==> src/rtl/ehp_pkg.sv <==
// ----------------------------------------------------------------------------
// Ethernet/IPv4/L4 header parser package
// Item types, EtherType and protocol codes, and verdict codes.
// ----------------------------------------------------------------------------
package ehp_pkg;

  localparam int ARITH_W = 18;

  localparam logic [15:0] ETH_IPV4  = 16'h0800;
  localparam logic [15:0] ETH_VLAN  = 16'h8100;
  localparam logic [15:0] ETH_ARP   = 16'h0806;
  localparam logic [15:0] ETH_RARP  = 16'h8035;
  localparam logic [15:0] ETH_IPV6  = 16'h86DD;
  localparam logic [15:0] ETH_EAPOL = 16'h888E;

  localparam logic [4:0] IP_OFS_PLAIN = 5'd14;
  localparam logic [4:0] IP_OFS_VLAN  = 5'd18;

  localparam logic [7:0] PROTO_ICMP = 8'd1;
  localparam logic [7:0] PROTO_TCP  = 8'd6;
  localparam logic [7:0] PROTO_UDP  = 8'd17;

  localparam logic [3:0] IP_VER4 = 4'd4;

  localparam logic [3:0] V_OK          = 4'd0;
  localparam logic [3:0] V_SHORT_ETH   = 4'd1;
  localparam logic [3:0] V_IGNORED     = 4'd2;
  localparam logic [3:0] V_UNKNOWN     = 4'd3;
  localparam logic [3:0] V_SHORT_IP    = 4'd4;
  localparam logic [3:0] V_NOT_V4      = 4'd5;
  localparam logic [3:0] V_SHORT_TCP   = 4'd6;
  localparam logic [3:0] V_SHORT_UDP   = 4'd7;
  localparam logic [3:0] V_ICMP        = 4'd8;
  localparam logic [3:0] V_OTHER       = 4'd9;
  localparam logic [3:0] V_SHORT_PAYLD = 4'd10;

  typedef struct packed {
    logic [7:0] data_byte;
    logic       last_byte;
  } in_item_t;

  typedef struct packed {
    logic [3:0]  verdict;
    logic        is_tcp;
    logic [47:0] src_endpoint;
    logic [47:0] dst_endpoint;
    logic [7:0]  tcp_flags;
    logic [15:0] payload_offset;
  } out_item_t;

  typedef logic [15:0] cfg_word_t;

endpackage

==> src/rtl/ehp_stream_if.sv <==
// ----------------------------------------------------------------------------
// Valid/ready stream channel
// One item moves when valid and ready are both high at a rising edge.
// ----------------------------------------------------------------------------
interface ehp_stream_if #(
  parameter type T = logic
);
  logic valid;
  logic ready;
  T     data;

  modport source (output valid, output data, input ready);
  modport sink   (input valid, input data, output ready);
endinterface

==> src/rtl/ethernet_ipv4_l4_header_parser_top.sv <==
// ----------------------------------------------------------------------------
// Ethernet/IPv4/L4 header parser
// Takes a frame byte by byte and gives one verdict item per frame.
// ----------------------------------------------------------------------------
//  channel  dir  payload                                           per
//  in_if    in   data_byte, last_byte                              frame byte
//  out_if   out  verdict, is_tcp, src/dst_endpoint, tcp_flags,
//                payload_offset                                    frame
//  cfg_if   in   min_payload                                       write
//
//  One byte per cycle while no last byte waits on a full snapshot stage.
//  A last byte's accept edge loads the input register; the fields are then
//  captured into a frame snapshot, and the verdict is then loaded into the
//  output register.
//  Reset clears the min_payload register and all frame state.
//  A stalled output holds the snapshot stage; bytes keep flowing until a
//  second last byte meets the full snapshot stage.
// ----------------------------------------------------------------------------
module ethernet_ipv4_l4_header_parser_top #(
  parameter int MAX_FRAME_BYTES = 65535
) (
  input  logic clk,
  input  logic rst_n,
  ehp_stream_if.sink   in_if,
  ehp_stream_if.source out_if,
  ehp_stream_if.sink   cfg_if
);
  import ehp_pkg::*;

  localparam int CNT_W = $clog2(MAX_FRAME_BYTES + 1);
  localparam logic [CNT_W-1:0] CNT_MAX = CNT_W'(MAX_FRAME_BYTES);

  logic [15:0] min_payload_r;

  // input stage
  logic     v1_r;
  in_item_t in_r;

  // frame state
  logic [CNT_W-1:0] cnt_r, cnt_nxt;
  logic [15:0]      ek_r, ek_nxt;
  logic [4:0]       ips_r, ips_nxt;
  logic [7:0]       vl_r, vl_nxt;
  logic [7:0]       proto_r, proto_nxt;
  logic [31:0]      src_r, src_nxt;
  logic [31:0]      dst_r, dst_nxt;
  logic [15:0]      sport_r, sport_nxt;
  logic [15:0]      dport_r, dport_nxt;
  logic [15:0]      tof_r, tof_nxt;

  // frame snapshot
  logic             v2_r;
  logic [CNT_W-1:0] s_len_r;
  logic [15:0]      s_ek_r;
  logic [4:0]       s_ips_r;
  logic [7:0]       s_vl_r;
  logic [7:0]       s_proto_r;
  logic [31:0]      s_src_r;
  logic [31:0]      s_dst_r;
  logic [15:0]      s_sport_r;
  logic [15:0]      s_dport_r;
  logic [15:0]      s_tof_r;

  // output
  logic      out_v_r;
  out_item_t out_r, out_nxt;

  logic out_free, adv1, adv2;

  assign out_free     = !out_v_r || out_if.ready;
  assign adv2         = v2_r && out_free;
  assign adv1         = v1_r && (!in_r.last_byte || !v2_r || adv2);
  assign in_if.ready  = !v1_r || adv1;
  assign cfg_if.ready = 1'b1;
  assign out_if.valid = out_v_r;
  assign out_if.data  = out_r;

  // field capture
  always_comb begin
    logic [ARITH_W-1:0] i, p, t;
    logic [7:0]         b, vl_cur;
    i = ARITH_W'(cnt_r);
    p = ARITH_W'(ips_r);
    b = in_r.data_byte;
    cnt_nxt   = cnt_r;
    ek_nxt    = ek_r;
    ips_nxt   = ips_r;
    vl_nxt    = vl_r;
    proto_nxt = proto_r;
    src_nxt   = src_r;
    dst_nxt   = dst_r;
    sport_nxt = sport_r;
    dport_nxt = dport_r;
    tof_nxt   = tof_r;
    vl_cur    = (i == p) ? b : vl_r;
    t         = p + ARITH_W'({vl_cur[3:0], 2'b00});
    if (cnt_r < CNT_MAX) begin
      cnt_nxt = cnt_r + CNT_W'(1);
      if (i == ARITH_W'(12)) ek_nxt = {b, 8'h00};
      if (i == ARITH_W'(13)) begin
        ek_nxt  = {ek_r[15:8], b};
        ips_nxt = ({ek_r[15:8], b} == ETH_VLAN) ? IP_OFS_VLAN : IP_OFS_PLAIN;
      end
      if (i >= ARITH_W'(14)) begin
        if (i == p) vl_nxt = b;
        if (i == p + ARITH_W'(9)) proto_nxt = b;
        if (i >= p + ARITH_W'(12) && i < p + ARITH_W'(16)) src_nxt = {src_r[23:0], b};
        if (i >= p + ARITH_W'(16) && i < p + ARITH_W'(20)) dst_nxt = {dst_r[23:0], b};
        if (i >= t && i < t + ARITH_W'(2)) sport_nxt = {sport_r[7:0], b};
        if (i >= t + ARITH_W'(2) && i < t + ARITH_W'(4)) dport_nxt = {dport_r[7:0], b};
        if (i >= t + ARITH_W'(12) && i < t + ARITH_W'(14)) tof_nxt = {tof_r[7:0], b};
      end
    end
  end

  // verdict
  always_comb begin
    logic [ARITH_W-1:0] len, p, t, d;
    logic [3:0]         v;
    len = ARITH_W'(s_len_r);
    p   = ARITH_W'(s_ips_r);
    t   = p + ARITH_W'({s_vl_r[3:0], 2'b00});
    d   = '0;
    v   = V_OK;
    priority if (len < ARITH_W'(14)) begin
      v = V_SHORT_ETH;
    end else if (s_ek_r != ETH_IPV4 && s_ek_r != ETH_VLAN) begin
      if (s_ek_r == ETH_ARP || s_ek_r == ETH_RARP ||
          s_ek_r == ETH_IPV6 || s_ek_r == ETH_EAPOL) begin
        v = V_IGNORED;
      end else begin
        v = V_UNKNOWN;
      end
    end else if (len < p + ARITH_W'(20)) begin
      v = V_SHORT_IP;
    end else if (s_vl_r[7:4] != IP_VER4) begin
      v = V_NOT_V4;
    end else if (s_proto_r == PROTO_TCP) begin
      d = t + ARITH_W'({s_tof_r[15:12], 2'b00});
      if (len < t + ARITH_W'(20)) v = V_SHORT_TCP;
    end else if (s_proto_r == PROTO_UDP) begin
      d = t + ARITH_W'(8);
      if (len < t + ARITH_W'(8)) v = V_SHORT_UDP;
    end else if (s_proto_r == PROTO_ICMP) begin
      v = V_ICMP;
    end else begin
      v = V_OTHER;
    end
    if (v == V_OK && d + ARITH_W'(min_payload_r) > len) v = V_SHORT_PAYLD;

    out_nxt = '0;
    out_nxt.verdict = v;
    if (v == V_OK) begin
      out_nxt.is_tcp         = (s_proto_r == PROTO_TCP);
      out_nxt.src_endpoint   = {s_src_r, s_sport_r};
      out_nxt.dst_endpoint   = {s_dst_r, s_dport_r};
      out_nxt.tcp_flags      = (s_proto_r == PROTO_TCP) ? s_tof_r[7:0] : 8'h00;
      out_nxt.payload_offset = d[15:0];
    end
  end

  // control and frame state
  always_ff @(posedge clk) begin
    if (!rst_n) begin
      min_payload_r <= '0;
      v1_r          <= 1'b0;
      v2_r          <= 1'b0;
      out_v_r       <= 1'b0;
      cnt_r         <= '0;
      ek_r          <= '0;
      ips_r         <= '0;
      vl_r          <= '0;
      proto_r       <= '0;
      src_r         <= '0;
      dst_r         <= '0;
      sport_r       <= '0;
      dport_r       <= '0;
      tof_r         <= '0;
    end else begin
      if (cfg_if.valid) min_payload_r <= cfg_if.data;

      if (in_if.valid && in_if.ready) v1_r <= 1'b1;
      else if (adv1)                  v1_r <= 1'b0;

      if (adv1 && in_r.last_byte) v2_r <= 1'b1;
      else if (adv2)              v2_r <= 1'b0;

      if (adv2)              out_v_r <= 1'b1;
      else if (out_if.ready) out_v_r <= 1'b0;

      if (adv1) begin
        if (in_r.last_byte) begin
          cnt_r   <= '0;
          ek_r    <= '0;
          ips_r   <= '0;
          vl_r    <= '0;
          proto_r <= '0;
          src_r   <= '0;
          dst_r   <= '0;
          sport_r <= '0;
          dport_r <= '0;
          tof_r   <= '0;
        end else begin
          cnt_r   <= cnt_nxt;
          ek_r    <= ek_nxt;
          ips_r   <= ips_nxt;
          vl_r    <= vl_nxt;
          proto_r <= proto_nxt;
          src_r   <= src_nxt;
          dst_r   <= dst_nxt;
          sport_r <= sport_nxt;
          dport_r <= dport_nxt;
          tof_r   <= tof_nxt;
        end
      end
    end
  end

  // payload registers
  always_ff @(posedge clk) begin
    if (in_if.valid && in_if.ready) in_r <= in_if.data;
    if (adv1 && in_r.last_byte) begin
      s_len_r   <= cnt_nxt;
      s_ek_r    <= ek_nxt;
      s_ips_r   <= ips_nxt;
      s_vl_r    <= vl_nxt;
      s_proto_r <= proto_nxt;
      s_src_r   <= src_nxt;
      s_dst_r   <= dst_nxt;
      s_sport_r <= sport_nxt;
      s_dport_r <= dport_nxt;
      s_tof_r   <= tof_nxt;
    end
    if (adv2) out_r <= out_nxt;
  end

  // checks
  a_cnt_bound: assert property (@(posedge clk) disable iff (!rst_n)
    cnt_r <= CNT_MAX)
    else $error("byte count above frame limit");

  a_fail_clean: assert property (@(posedge clk) disable iff (!rst_n)
    out_v_r && out_r.verdict != V_OK |->
      !out_r.is_tcp && out_r.src_endpoint == '0 && out_r.dst_endpoint == '0 &&
      out_r.tcp_flags == '0 && out_r.payload_offset == '0)
    else $error("failed verdict carries field data");

  a_flags_tcp: assert property (@(posedge clk) disable iff (!rst_n)
    out_v_r && out_r.tcp_flags != '0 |-> out_r.is_tcp)
    else $error("tcp flags on non-TCP result");

  a_last_clears: assert property (@(posedge clk) disable iff (!rst_n)
    adv1 && in_r.last_byte |=> cnt_r == '0 && v2_r)
    else $error("last byte did not close the frame");

  a_no_overrun: assert property (@(posedge clk) disable iff (!rst_n)
    v2_r && !adv2 |=> v2_r && $stable(s_len_r))
    else $error("frame snapshot overwritten while held");

endmodule

==> src/flat_wrapper.sv <==
// flat-port wrapper written by rule: the top's interface ports become plain ports
module ethernet_ipv4_l4_header_parser_top_flat import ehp_pkg::*;
#(
  parameter int MAX_FRAME_BYTES = 65535
)
  (clk, rst_n, in_if_valid, in_if_data, in_if_ready, out_if_valid, out_if_data, out_if_ready, cfg_if_valid, cfg_if_data, cfg_if_ready);
  ehp_stream_if #(.T(in_item_t)) in_if_i ();
  ehp_stream_if #(.T(out_item_t)) out_if_i ();
  ehp_stream_if #(.T(cfg_word_t)) cfg_if_i ();
  input  logic clk;
  input  logic rst_n;
  input wire logic [$bits(in_if_i.valid)-1:0] in_if_valid;
  input wire logic [$bits(in_if_i.data)-1:0] in_if_data;
  output wire logic [$bits(in_if_i.ready)-1:0] in_if_ready;
  output wire logic [$bits(out_if_i.valid)-1:0] out_if_valid;
  output wire logic [$bits(out_if_i.data)-1:0] out_if_data;
  input wire logic [$bits(out_if_i.ready)-1:0] out_if_ready;
  input wire logic [$bits(cfg_if_i.valid)-1:0] cfg_if_valid;
  input wire logic [$bits(cfg_if_i.data)-1:0] cfg_if_data;
  output wire logic [$bits(cfg_if_i.ready)-1:0] cfg_if_ready;
  assign in_if_i.valid = in_if_valid;
  assign in_if_i.data = in_if_data;
  assign in_if_ready = in_if_i.ready;
  assign out_if_valid = out_if_i.valid;
  assign out_if_data = out_if_i.data;
  assign out_if_i.ready = out_if_ready;
  assign cfg_if_i.valid = cfg_if_valid;
  assign cfg_if_i.data = cfg_if_data;
  assign cfg_if_ready = cfg_if_i.ready;
  ethernet_ipv4_l4_header_parser_top #(.MAX_FRAME_BYTES(MAX_FRAME_BYTES)) u_core (.clk(clk), .rst_n(rst_n), .in_if(in_if_i), .out_if(out_if_i), .cfg_if(cfg_if_i));
endmodule
==> config.mk <==
export PLATFORM = sky130hd
export DESIGN_NAME = ethernet_ipv4_l4_header_parser_top_flat
export DESIGN_NICKNAME = d
export VERILOG_FILES = /design/src/rtl/ehp_pkg.sv /design/src/rtl/ehp_stream_if.sv /design/src/rtl/ethernet_ipv4_l4_header_parser_top.sv /design/src/flat_wrapper.sv
export SDC_FILE = /design/constraint.sdc
export NUM_CORES = 1
export LEC_CHECK = 0
export BUFFER_PORTS_ARGS = -buffer_cell sky130_fd_sc_hd__buf_2
export CORE_MARGIN = 2
export CORE_UTILIZATION = 25
export DETAILED_ROUTE_END_ITERATION = 6
export PLACE_DENSITY = 0.41
export SETUP_SLACK_MARGIN = 0.4
export SLEW_MARGIN = 20
export SYNTH_ARGS = -nofsm -noshare
export SYNTH_HDL_FRONTEND = slang
export SYNTH_SLANG_ARGS = --single-unit
==> constraint.sdc <==
create_clock -name clk -period 5.8 [get_ports clk]
set_clock_uncertainty 0.05 [all_clocks]
set_input_delay 0 -clock clk [delete_from_list [all_inputs] [get_ports clk]]
set_output_delay 0 -clock clk [all_outputs]
set_load 0.02 [all_outputs]
* Word level (Yosys, flattened, before mapping) *
Cells that the tools add are included.

word-level totals
  register bits after elaboration = 483
  word-level logic and storage cells = 169

cells by class
  magnitude comparators = 17
  reduce and logical (&&, ||, !) cells = 28
  add/sub/neg operators = 16
  mux-type cells = 61
  eq/ne operators = 15

operators with widths
  cell                   number
  $mux 16                18
  $mux 32                8
  $lt 16x18->1           8
  $mux 18                6
  $ge 16x18->1           5
  $eq 16x16->1 const B   4
  $mux 8                 8
  $add 18x4->18 const B  3
  $eq 16x4->1 const B    2
  $mux 4                 7
  $mux 5                 4
  $add 18x16->18         1
  $add 18x2->18 const B  1
  $add 18x3->18 const B  1
  $add 18x5->18 const B  1
  $add 18x6->18          1
  $add 5x5->6 const B    3
  $eq 16x18->1           1
  $gt 18x16->1           1
  $add 16x1->16 const B  1
  $eq 16x12->1 const B   1
  $eq 16x5->1            1
  $ge 16x4->1 const B    1
  $lt 16x16->1 const B   1
  other kinds (17)       49

* Logic depth before layout (Yosys ltp) *
Gate-level depths: netlist of the first run.

  depth after elaboration = 15
  depth in mapped cells = 27
  mapped depth without buffers = 25

* Worst setup path after synthesis of the first run *
No wires, ideal clock.

  path kind = register -> register
  from = reg u_core.out_v_r, in the netlist u_core.out_if.valid
  to = reg u_core.out_r, in the netlist u_core.out_if.data[0] (enable)
  path buffers = 0
  cell stages (with the launch flop) = 3
  data required time = 5.142 ns
  path slack = -0.606 ns
  period minus slack after synthesis = 6.406 ns
  arrival time = 5.747 ns
  cells stage by stage = dfxtp_1 -> nor2b_1 -> nor2b_1

on the way
  word-level cells in the longest chain between the ends = 3

RTL lines
  element                 line                                       RTL
  start, declared         ethernet_ipv4_l4_header_parser_top.sv:65   logic out_v_r;
  start signal, assigned  ethernet_ipv4_l4_header_parser_top.sv:168  out_v_r <= 1'b0;
  start signal, assigned  ethernet_ipv4_l4_header_parser_top.sv:188  if (adv2) out_v_r <= 1'b1;
  start signal, assigned  ethernet_ipv4_l4_header_parser_top.sv:189  else if (out_if.ready) out_v_r <= 1'b0;
  $logic_not 1->1         ethernet_ipv4_l4_header_parser_top.sv:70   assign out_free = !out_v_r || out_if.ready;
  $logic_or 1x1->1        ethernet_ipv4_l4_header_parser_top.sv:70
  $logic_and 1x1->1       ethernet_ipv4_l4_header_parser_top.sv:71   assign adv2 = v2_r && out_free;
  net u_core.adv2         ethernet_ipv4_l4_header_parser_top.sv:68   logic out_free, adv1, adv2;
  end signal, assigned    ethernet_ipv4_l4_header_parser_top.sv:234  if (adv2) out_r <= out_nxt;
  end, declared           ethernet_ipv4_l4_header_parser_top.sv:66   out_item_t out_r, out_nxt;

The timed path passes the listed nets, and every way through them passes these cells.
A chain may end at the register's enable or synchronous reset.

* Final worst setup path of the first run *
  from = reg u_core.s_ips_r[2]
  to = reg u_core.out_r, in the netlist u_core.out_if.data[86], data pin

on the way
  word-level cells in the longest chain between the ends = 14
  elaborated cells between the ends (all ways) = 28

RTL lines
  element                                                 line                                       RTL
  start, declared                                         ethernet_ipv4_l4_header_parser_top.sv:55   logic [4:0] s_ips_r;
  start signal, assigned                                  ethernet_ipv4_l4_header_parser_top.sv:225  s_ips_r <= ips_nxt;
  branches (longest 12 deep; another with $add 18x4->18)  --
  $mux 4 (*)                                              ethernet_ipv4_l4_header_parser_top.sv:149  if (v == V_OK && d + ARITH_W'(min_payload_r) > len) v = V_SHORT_PAYLD;
  $logic_not 4->1 (*)                                     ethernet_ipv4_l4_header_parser_top.sv:153  if (v == V_OK) begin

Every way passes the cells marked *.

==> results of run 1 <==
[cells in the mapped netlist (6+ instances only)]
cell	number
o21bai_1	7
a21boi_0	8
clkbuf_1	96
o2bb2ai_1	24
or3_1	7
a32oi_1	12
o31ai_1	6
ha_1	110
nor4b_1	8
and2_1	15
nand3_1	31
a21oi_1	63
a211o_1	9
o211ai_1	9
a22oi_1	17
buf_4	11
nor2b_1	47
edfxtp_1	287
dfxtp_1	180
a21o_1	19
buf_1	7
mux2_4	8
nand2b_1	7
o21a_1	8
and3_1	10
nor3_1	25
o21ai_0	38
mux2_2	129
nand2_1	221
nor4_1	104
xnor2_1	29
nor2_1	53
mux2i_1	17
a31oi_1	9
buf_6	9
inv_1	61
xor2_1	27
buf_2	12
a22o_1	82
nor4_2	12
nand4_1	13
[layout make-up]
cell class	count	area [um2]	area share [%]
multi-input cells	1269	10500	36.3
well taps	1176	1470	5.10
clock buffers	76	1530	5.30
repair buffers	329	2630	9.11
inverters	62	233	0.807
flip-flops and latches	467	12200	42.4
clock inverters	28	273	0.946
[path summary, 6_finish.rpt]
| kind | startpoint | end | slack [ns] | cells after the start |
|---|---|---|---|---|
| max | u_core.s_ips_r[2] | u_core.out_if.data[86] | -0.13 | 26 |
| min | in_if_data[7] | u_core.in_r[7] | 0.06 | 2 |
| max reg2reg | u_core.s_ips_r[2] | u_core.out_if.data[86] | -0.13 | 26 |
| min reg2reg | u_core.dport_r[11] | u_core.dport_r[11] | 0.41 | 2 |
[power by group]
group	switching (mW)	internal, mW	total, mW
Sequential	0.0303	3.56	3.59
Combinational	0.439	0.288	0.727
Clock	1.44	1.98	3.42
[flip-flops by register name (all words and copies together) (netlist names), 16 cells and up]
register and cells:
u_core.cnt_r 16, u_core.dport_r 16, u_core.dst_r 32, u_core.ek_r 16, u_core.min_payload_r 16, u_core.out_if.data 117, u_core.s_dport_r 16, u_core.s_dst_r 32
u_core.s_ek_r 16, u_core.s_len_r 16, u_core.s_sport_r 16, u_core.s_src_r 32, u_core.sport_r 16, u_core.src_r 32
[logic make-up after synthesis]
group | Yosys count | synth area share [%]
buffers and inverters | 198 | 3.86
multiplexers | 154 | 7.75
flip-flops | 467 | 54.3
other | 2 | 0.0334
adder cells (fa/ha/maj) | 114 | 6.48
AO/OA/AOI/OAI | 345 | 11.3
XOR/XNOR | 57 | 2.25
AND/OR/NAND/NOR | 586 | 14.0
[repair_timing]
action / CTS / global route
gates cloned: 6 / 4
resized for setup: 47 / 111
endpoints found under the hold margin: 53 / 0
setup buffers: 10 / 11
pin swaps: 20 / 53
hold buffers: 62 / 0
setup endpoints to repair: 115 / 155
[critical path, stage by stage (launching register included)]
cell and delay, ns:
edfxtp_1 0.45, buf_4 0.17, ha_2 0.18, fa_2 0.58
inv_1 0.06, fa_1 0.43, inv_1 0.07, a21o_1 0.11
a21oi_1 0.08, xor2_1 0.13, o22ai_1 0.09, and2_4 0.18
ha_1 0.37, nor3_2 0.07, nor2_1 0.16, and3_4 0.24
nand2_1 0.07, xnor2_1 0.13, ha_1 0.30, nand4_1 0.18
nor4b_2 0.29, nor4_2 0.08, buf_4 0.15, o22ai_4 0.42
clkbuf_16 0.31, buf_6 0.19, nor4_2 0.06
[stage by stage]
step | setup slack (ns) | hold WS, ns | utilization (%) | setup TNS (ns) | area, um2
final | -0.133 | 0.0587 | 32.2 | -6.30 | 28800
after global routing | -0.429 | 0.0339 | 32.2 | -41.41 | 28800
after CTS | 0.0277 | 0.0225 | 31.2 | 0 | 27900
after detailed placement | -0.0655 | 0.128 | 27.9 | -0.826 | 25000
after global placement | -0.135 | 0.132 | 27.9 | -0.159 | 25000
after floorplan | 0.372 | 0.0489 | - | 0 | 22600
[layer usage]
metal / up-vias / wire length, um
met4: 0 / 1390
met3: 78 / 2560
met1: 7926 / 30800
li1: 7713 / -
met2: 282 / 32000
met5: - / 0
==> results.sh, run 1 <==
export IMPL_syn_to_final_growth_pct=28.2
export IMPL_nets=2328
export IMPL_synth_top_area_share_pct=38.3
export IMPL_ios=158
export IMPL_synth_seq_cells=467
export IMPL_instances_no_fill=3407
export IMPL_first_global_vias=16400
export IMPL_dr_pass1_iters=5
export IMPL_n_antenna_cell=0
export IMPL_yosys_warnings=0
export IMPL_async_reset_ff_share_pct=0
export IMPL_grt_pass1_wl_um=102000
export IMPL_ir_drop_mv=0.224
export IMPL_period_needed_ns=5.93
export IMPL_path_clk_slew_ns=0.06
export IMPL_cts_root_buf="clkbuf_16"
export IMPL_die_h_um=304
export IMPL_ant_nets=0
export IMPL_top_usage_layer="met2"
export IMPL_syn_area_mm2=0.0225
export IMPL_fin_crit_sh_pct=102
export IMPL_final_fill_count=8977
export IMPL_start_util_pct=25.1
export IMPL_cts_buffers=55
export IMPL_viasPerCell=4.70
export IMPL_portBuffers=148
export IMPL_end_kind="register"
export IMPL_finalHoldViolations=0
export IMPL_cp_start_kind="register"
export IMPL_clk_path_buf_depth=3
export IMPL_finalWorstSetupSlack_ns=-0.133
export IMPL_cap_violations=0
export IMPL_clock_sinks=467
export IMPL_use_met2_pct=23.8
export IMPL_final_common_cell="edfxtp_1"
export IMPL_drt_iter0_drc=841
export IMPL_violations="negative setup slack"
export IMPL_clk_latency_ns=0.63
export IMPL_dp_cells=3210
export IMPL_routedWlPerCell_um=19.6
export IMPL_status="complete, but fails checks"
export IMPL_die_w_um=304
export IMPL_rsz0062_at_grt="yes"
export IMPL_synthCells=1923
export IMPL_synth_cell_types=79
export IMPL_grt_use_met1_pct=18.7
export IMPL_power_per_cell_area_mw_per_mm2=268
export IMPL_critical_path_required_ns=6.07
export IMPL_drcViolationCount=0
export IMPL_fmax_mhz=169
export IMPL_wirelength_um=66800
export IMPL_crit_fanout=8
export IMPL_synth_edff_count=287
export IMPL_final_max_slew_viol_count=0
export IMPL_htreeDepth=2
export IMPL_grt_overflow_total=0
export IMPL_worstMarginPinSlew_ns=0.973
export IMPL_yosysTopAreaCell="edfxtp_1"
export IMPL_hold_class="primary input to register"
export IMPL_via_count=16000
export IMPL_synth_area_top_cells="edfxtp_1, dfxtp_1, mux2_2, ha_1, nand2_1"
export IMPL_core_rowCount=110
export IMPL_core_mm2=0.0896
export IMPL_worst_endpoint_arrival_ns=6.20
export IMPL_final_cell_mix="edfxtp_1, nand2_1, dfxtp_1"
export IMPL_place_gp_congestion=0.797
export IMPL_gr_usage_met3_pct=2.33
export IMPL_worstSetupPathType="register to register"
export IMPL_worst_slew_margin_rel_pct=35.1
export IMPL_antenna_found_initial=2
export IMPL_grt_usage_pct=14.0
export IMPL_cts_tree="done"
export IMPL_yosysSeqAreaShare_pct=54.3
export IMPL_p_total_mw=7.73
export IMPL_p_leak_nw=10.8
export IMPL_avgSynthCellArea_um2=11.7
export IMPL_setup_viol=105
export IMPL_dpl_hpwl_um=43300
export IMPL_dieArea_mm2=0.0924
export IMPL_drive_gt1_share_pct=28.3
export IMPL_synthFlopType="edfxtp_1"
export IMPL_grt_max_degree=118
(Power assumes the default switching activity.)
==> run 2: changes to the inputs <==
--- a/config.mk
+++ b/config.mk
@@ -8,6 +8,7 @@
 export BUFFER_PORTS_ARGS = -buffer_cell sky130_fd_sc_hd__buf_2
 export CORE_MARGIN = 2
 export CORE_UTILIZATION = 25
+export CTS_BUF_LIST = sky130_fd_sc_hd__clkbuf_4
 export DETAILED_ROUTE_END_ITERATION = 6
 export PLACE_DENSITY = 0.41
 export SETUP_SLACK_MARGIN = 0.4
==> results.sh, run 2 (same netlist as run 1, synthesis figures left out) <==
export IMPL_cap_violations=0
export IMPL_setup_viol=0
export IMPL_syn_to_final_growth_pct=32.4
export IMPL_ios=158
export IMPL_cp_start_kind="register"
export IMPL_htreeDepth=4
export IMPL_swShare_pct=26.3
export IMPL_grt_max_degree=118
export IMPL_place_gp_congestion=0.797
export IMPL_hold_ws_ns=0.178
export IMPL_die_h_um=304
export IMPL_ir_drop_mv=0.151
export IMPL_nets=2454
export IMPL_cpMaxStageDelayCell="a2111oi_4"
export IMPL_grt_pass1_wl_um=104000
export IMPL_fin_util_pct=33.2
export IMPL_p_comb_share_pct=11.2
export IMPL_portBuffers=148
export IMPL_p_leak_nw=11.5
export IMPL_dpl_cell_area_mm2=0.0250
export IMPL_worstMarginPinSlew_ns=1.21
export IMPL_cts_buffers=137
export IMPL_end_kind="register"
export IMPL_path_clk_slew_ns=0.06
export IMPL_fin_area_mm2=0.0298
export IMPL_wirelength_um=68700
export IMPL_viasPerCell=4.67
export IMPL_final_cell_mix="edfxtp_1, nand2_1, clkbuf_4"
export IMPL_dr_pass1_iters=5
export IMPL_cts_root_buf="clkbuf_4"
export IMPL_seqPwrFrac_pct=46.7
export IMPL_power_internal_mw=5.66
export IMPL_worstSetupPathType="register to register"
export IMPL_routedWlPerCell_um=19.1
export IMPL_antenna_found_initial=4
export IMPL_final_common_cell="edfxtp_1"
export IMPL_multi_input_area_mm2=0.0108
export IMPL_critical_path_required_ns=6.38
export IMPL_power_net_switching_mw=2.02
export IMPL_seqCellArea_mm2=0.0122
export IMPL_drcViolationCount=0
export IMPL_p_total_mw=7.67
export IMPL_clk_latency_ns=0.94
export IMPL_ant_nets=0
export IMPL_clk_path_buf_depth=3
export IMPL_via_count=16800
export IMPL_finalHoldViolations=0
export IMPL_final_fill_count=8969
export IMPL_core_mm2=0.0896
export IMPL_grt_usage_pct=14.5
export IMPL_dpl_hpwl_um=43300
export IMPL_power_per_cell_area_mw_per_mm2=258
export IMPL_core_rowCount=110
export IMPL_largest_reg_flops=117
export IMPL_crit_fanout=8
export IMPL_worst_endpoint_arrival_ns=6.32
export IMPL_drt_iter0_drc=872
export IMPL_fin_tns_setup_ns=0
export IMPL_fmax_mhz=174
export IMPL_fin_crit_sh_pct=99.0
export IMPL_drive_gt1_share_pct=33.3
export IMPL_period_needed_ns=5.74
export IMPL_max_stage_delay_ns=0.50
export IMPL_status="complete, no violations"
export IMPL_rsz0062_at_grt="yes"
export IMPL_clock_sinks=467
export IMPL_final_max_slew_viol_count=0
export IMPL_worst_slew_margin_rel_pct=19.4
export IMPL_cts_tree="done"
export IMPL_hold_class="primary input to register"
export IMPL_start_util_pct=25.1
export IMPL_grt_overflow_total=0
export IMPL_dieArea_mm2=0.0924
export IMPL_die_w_um=304
export IMPL_clockPowerShare_pct=42.1
export IMPL_first_global_vias=17200
run 2: changes by cell type in the layout (fill, tap and decap cells not counted), moves of 4 or more:
cell	previous run	this run
clkbuf_16	59	8
clkinvlp_4	0	7
ha_4	5	1
nor4_2	57	32
dlygate4sd3_1	62	89
buf_4	93	97
clkinv_1	10	20
clkinv_2	11	6
clkbuf_8	5	0
clkbuf_1	15	0
nor4_1	31	17
clkbuf_4	0	214
nor4_4	32	71
buf_6	4	9
run 2: layout make-up:
| class | count | share of cell area, % |
|---|---|---|
| inverters | 62 | 0.782 |
| clock buffers | 214 | 5.40 |
| repair buffers | 373 | 10.7 |
| diodes | 2 | 0.0168 |
| clock inverters | 39 | 0.761 |
| multi-input cells | 1269 | 36.4 |
| flip-flops and latches | 467 | 41.1 |
| well taps | 1176 | 4.94 |
run 2: per-stage QoR:
step	cells	setup WS (ns)
3_5_place_dp	3210	-0.0655
4_1_cts	3565	0.00952
5_1_grt	3601	-0.269
2_1_floorplan	1934	0.372
3_3_place_gp	3210	-0.135
6_report	3602	0.0567
run 2: path summary, 6_finish.rpt:
kind	from	endpoint	slack [ns]	depth (start not counted)
max	u_core.s_ips_r[2]	u_core.out_if.data[87]	0.06	28
min	in_if_valid	u_core.in_r[1]	0.18	3
max reg2reg	u_core.s_ips_r[2]	u_core.out_if.data[87]	0.06	28
min reg2reg	u_core.dport_r[13]	u_core.dport_r[13]	0.41	2
run 2: worst max-delay path: cells and delay by family (launching register included):
family                   cells  cell delay (ns)
AO/OA/AOI/OAI                9             1.81
buffers and inverters        7             1.04
adder cells (fa/ha/maj)      4             1.03
AND/OR/NAND/NOR              6             0.77
flip-flops                   1             0.43
XOR/XNOR                     2             0.28
run 2: routing by layer:
layer	GRT usage [%]	vias up	part of all wire, %
li1	-	8071	-
met1	18.7	8272	45
met2	23.8	372	48
met3	3.38	99	4.6
met4	4.81	2	1.8
met5	0	-	0.019
run 2: repair_timing:
| action | 4_1_cts | 5_1_grt |
|---|---|---|
| pin swaps | 21 | 66 |
| gates resized for setup | 75 | 133 |
| setup endpoints to repair | 115 | 156 |
| cloned | 7 | 9 |
| setup buffers | 6 | 26 |
| endpoints found under the hold margin | 178 | 0 |
| hold buffers | 89 | 0 |
run 2: power by group through the flow:
stage	combinational, mW	sequential [mW]	clock (mW)
final	0.860	3.58	3.23
after global routing	0.918	3.59	3.55
after CTS	0.672	3.58	3.38
after detailed placement	0.506	3.66	0
after global placement	0.500	3.66	0
after floorplan	0.280	3.68	0
==> run 3: changes to the inputs <==
--- a/config.mk
+++ b/config.mk
@@ -10,7 +10,6 @@
 export CORE_UTILIZATION = 25
 export CTS_BUF_LIST = sky130_fd_sc_hd__clkbuf_4
 export DETAILED_ROUTE_END_ITERATION = 6
-export PLACE_DENSITY = 0.41
 export SETUP_SLACK_MARGIN = 0.4
 export SLEW_MARGIN = 20
 export SYNTH_ARGS = -nofsm -noshare
==> constraint.sdc (replaced) <==
create_clock -name clk -period 6.44 [get_ports clk]
set_clock_uncertainty 0.05 [all_clocks]
set_input_delay 0 -clock clk [delete_from_list [all_inputs] [get_ports clk]]
set_output_delay 0 -clock clk [all_outputs]
set_load 0.02 [all_outputs]
==> results.sh, run 3 (same netlist as run 1, synthesis figures left out) <==
export IMPL_ios=158
export IMPL_die_h_um=304
export IMPL_final_max_slew_viol_count=0
export IMPL_dieArea_mm2=0.0924
export IMPL_crit_start="u_core.s_ips_r[3]"
export IMPL_cts_tree="done"
export IMPL_worst_slew_margin_rel_pct=31.3
export IMPL_worstMarginPinSlew_ns=1.03
export IMPL_hold_class="primary input to register"
export IMPL_setup_viol=0
export IMPL_worst_endpoint_arrival_ns=6.56
export IMPL_drcViolationCount=0
export IMPL_via_count=16300
export IMPL_antenna_found_initial=11
export IMPL_cp_start_kind="register"
export IMPL_power_net_switching_mw=1.66
export IMPL_worstSetupPathType="register to register"
export IMPL_grt_max_degree=156
export IMPL_clock_sinks=467
export IMPL_portBuffers=148
export IMPL_dr_pass1_iters=6
export IMPL_die_w_um=304
export IMPL_r2r_cells=25
export IMPL_critical_path_required_ns=7.09
export IMPL_min_delay_start="rst_n"
export IMPL_syn_to_final_growth_pct=26.6
export IMPL_cap_violations=0
export IMPL_r2r_end="u_core.out_if.data[36]"
export IMPL_swShare_pct=25.9
export IMPL_rrSetupSlack_ns=0.54
export IMPL_final_common_cell="edfxtp_1"
export IMPL_core_rowCount=110
export IMPL_final_fill_count=9024
export IMPL_htreeDepth=3
export IMPL_status="complete, no violations"
export IMPL_path_clk_slew_ns=0.07
export IMPL_core_mm2=0.0896
export IMPL_hold_depth=3
export IMPL_routedWlPerCell_um=17.4
export IMPL_wirelength_um=61200
export IMPL_clk_path_buf_depth=3
export IMPL_ant_nets=0
export IMPL_end_kind="register"
export IMPL_grt_usage_pct=12.4
export IMPL_nets=2373
export IMPL_largest_reg_flops=117
export IMPL_viasPerCell=4.65
export IMPL_fin_crit_sh_pct=91.7
export IMPL_place_gp_congestion=0.830
export IMPL_rsz0062_at_grt="yes"
export IMPL_finalHoldViolations=0
export IMPL_ir_drop_mv=0.105
export IMPL_dpl_hpwl_um=38900
export IMPL_crit_fanout=17
export IMPL_drive_gt1_share_pct=29.8
export IMPL_first_global_vias=16000
export IMPL_start_util_pct=25.1
export IMPL_regToRegStartpoint="u_core.s_ips_r[3]"
export IMPL_cts_root_buf="clkbuf_4"
export IMPL_p_comb_share_pct=9.1
export IMPL_power_internal_mw=4.75
export IMPL_final_cell_mix="edfxtp_1, nand2_1, dfxtp_1"
export IMPL_p_leak_nw=10.7
export IMPL_grt_overflow_total=0
export IMPL_clockPowerShare_pct=40.3
export IMPL_p_total_mw=6.41
export IMPL_seqPwrFrac_pct=50.6
export IMPL_grt_pass1_wl_um=91900
export IMPL_power_per_cell_area_mw_per_mm2=225
export IMPL_period_needed_ns=5.90
export IMPL_fmax_mhz=169
export IMPL_clk_latency_ns=0.94
export IMPL_min_to="u_core.vl_r[1]"
export IMPL_fin_tns_setup_ns=0
export IMPL_cts_buffers=114
export IMPL_drt_iter0_drc=1057
## run 3: cell count changes in the layout (fill, tap and decap cells not counted), sizes merged
cell / previous run / this run
o22ai: 5 / 6
clkinv: 29 / 40
clkbuf: 222 / 177
diode: 2 / 6
clkinvlp: 7 / 1
buf: 276 / 220
bufinv: 1 / 2
## run 3: how the worst max path moves through the flow
stage                     slack [ns]  cells after the start                       to
after floorplan                 0.72                     23  u_core.out_if.data[112]
after global placement          0.33                     26    u_core.out_if.data[2]
after detailed placement        0.31                     26   u_core.out_if.data[77]
after CTS                       0.40                     26  u_core.out_if.data[119]
after global routing            0.18                     27   u_core.out_if.data[36]
final                           0.54                     25   u_core.out_if.data[36]
## run 3: layer usage
layer | part of all wire (%) | global-route usage (%)
met3 | 4.5 | 2.34
met1 | 44 | 15.8
met2 | 49 | 20.9
met4 | 2.6 | 4.55
met5 | 0.13 | 0
## run 3: final cells by class
cell class	instances	area (um2)	share of cell area, %
inverter	62	233	0.817
clock inverter	45	278	0.975
sequential	467	12200	42.9
multi-input combinational	1270	10500	37.0
clock buffer	172	1290	4.53
antenna	6	15.0	0.0527
tap	1176	1470	5.17
timing repair buffer	314	2440	8.56
## run 3: what timing repair did
item                       in CTS  in global routing
gates cloned                    0                  9
gates resized for setup         1                164
buffers inserted                2                  6
hold endpoints to repair       87                  0
setup endpoints to repair      88                114
hold buffers                   89                  0
pin swaps                       1                 41
## run 3: through the flow
stage               util [%]  setup slack, ns  cells  area, um2  hold slack (ns)
floorplan                  -            0.722   1934      22500           0.0489
global placement        27.5            0.334   3182      24700            0.130
detailed placement      27.6            0.307   3183      24700            0.129
CTS                     30.3            0.405   3491      27200           0.0139
global route            31.8            0.179   3512      28500           0.0650
finish                  31.8            0.537   3512      28500           0.0955
## run 3: power groups by stage
| stage | sequential [mW] | clock, mW | combinational (mW) |
|---|---|---|---|
| 4_1_cts | 3.24 | 2.67 | 0.443 |
| 3_5_place_dp | 3.31 | 0 | 0.395 |
| 5_1_grt | 3.25 | 2.82 | 0.629 |
| 3_3_place_gp | 3.31 | 0 | 0.391 |
| 6_report | 3.24 | 2.58 | 0.584 |
| 2_1_floorplan | 3.31 | 0 | 0.247 |
## run 3: critical path: stages, from the launching register on
cell	delay [ns]
edfxtp_1	0.47
ha_2	0.23
xor2_1	0.14
ha_1	0.31
a21o_1	0.15
a211oi_4	0.08
a2111oi_4	0.46
nor2b_1	0.30
ha_1	0.32
a21oi_2	0.19
o21bai_1	0.11
a31o_2	0.28
a41oi_4	0.25
nor2_1	0.08
xor2_1	0.14
ha_1	0.29
a21o_1	0.18
a21o_1	0.16
a21oi_2	0.13
o21ai_2	0.06
nor4_2	0.26
buf_4	0.20
o22ai_4	0.13
buf_12	0.20
buf_12	0.17
nor4_1	0.30
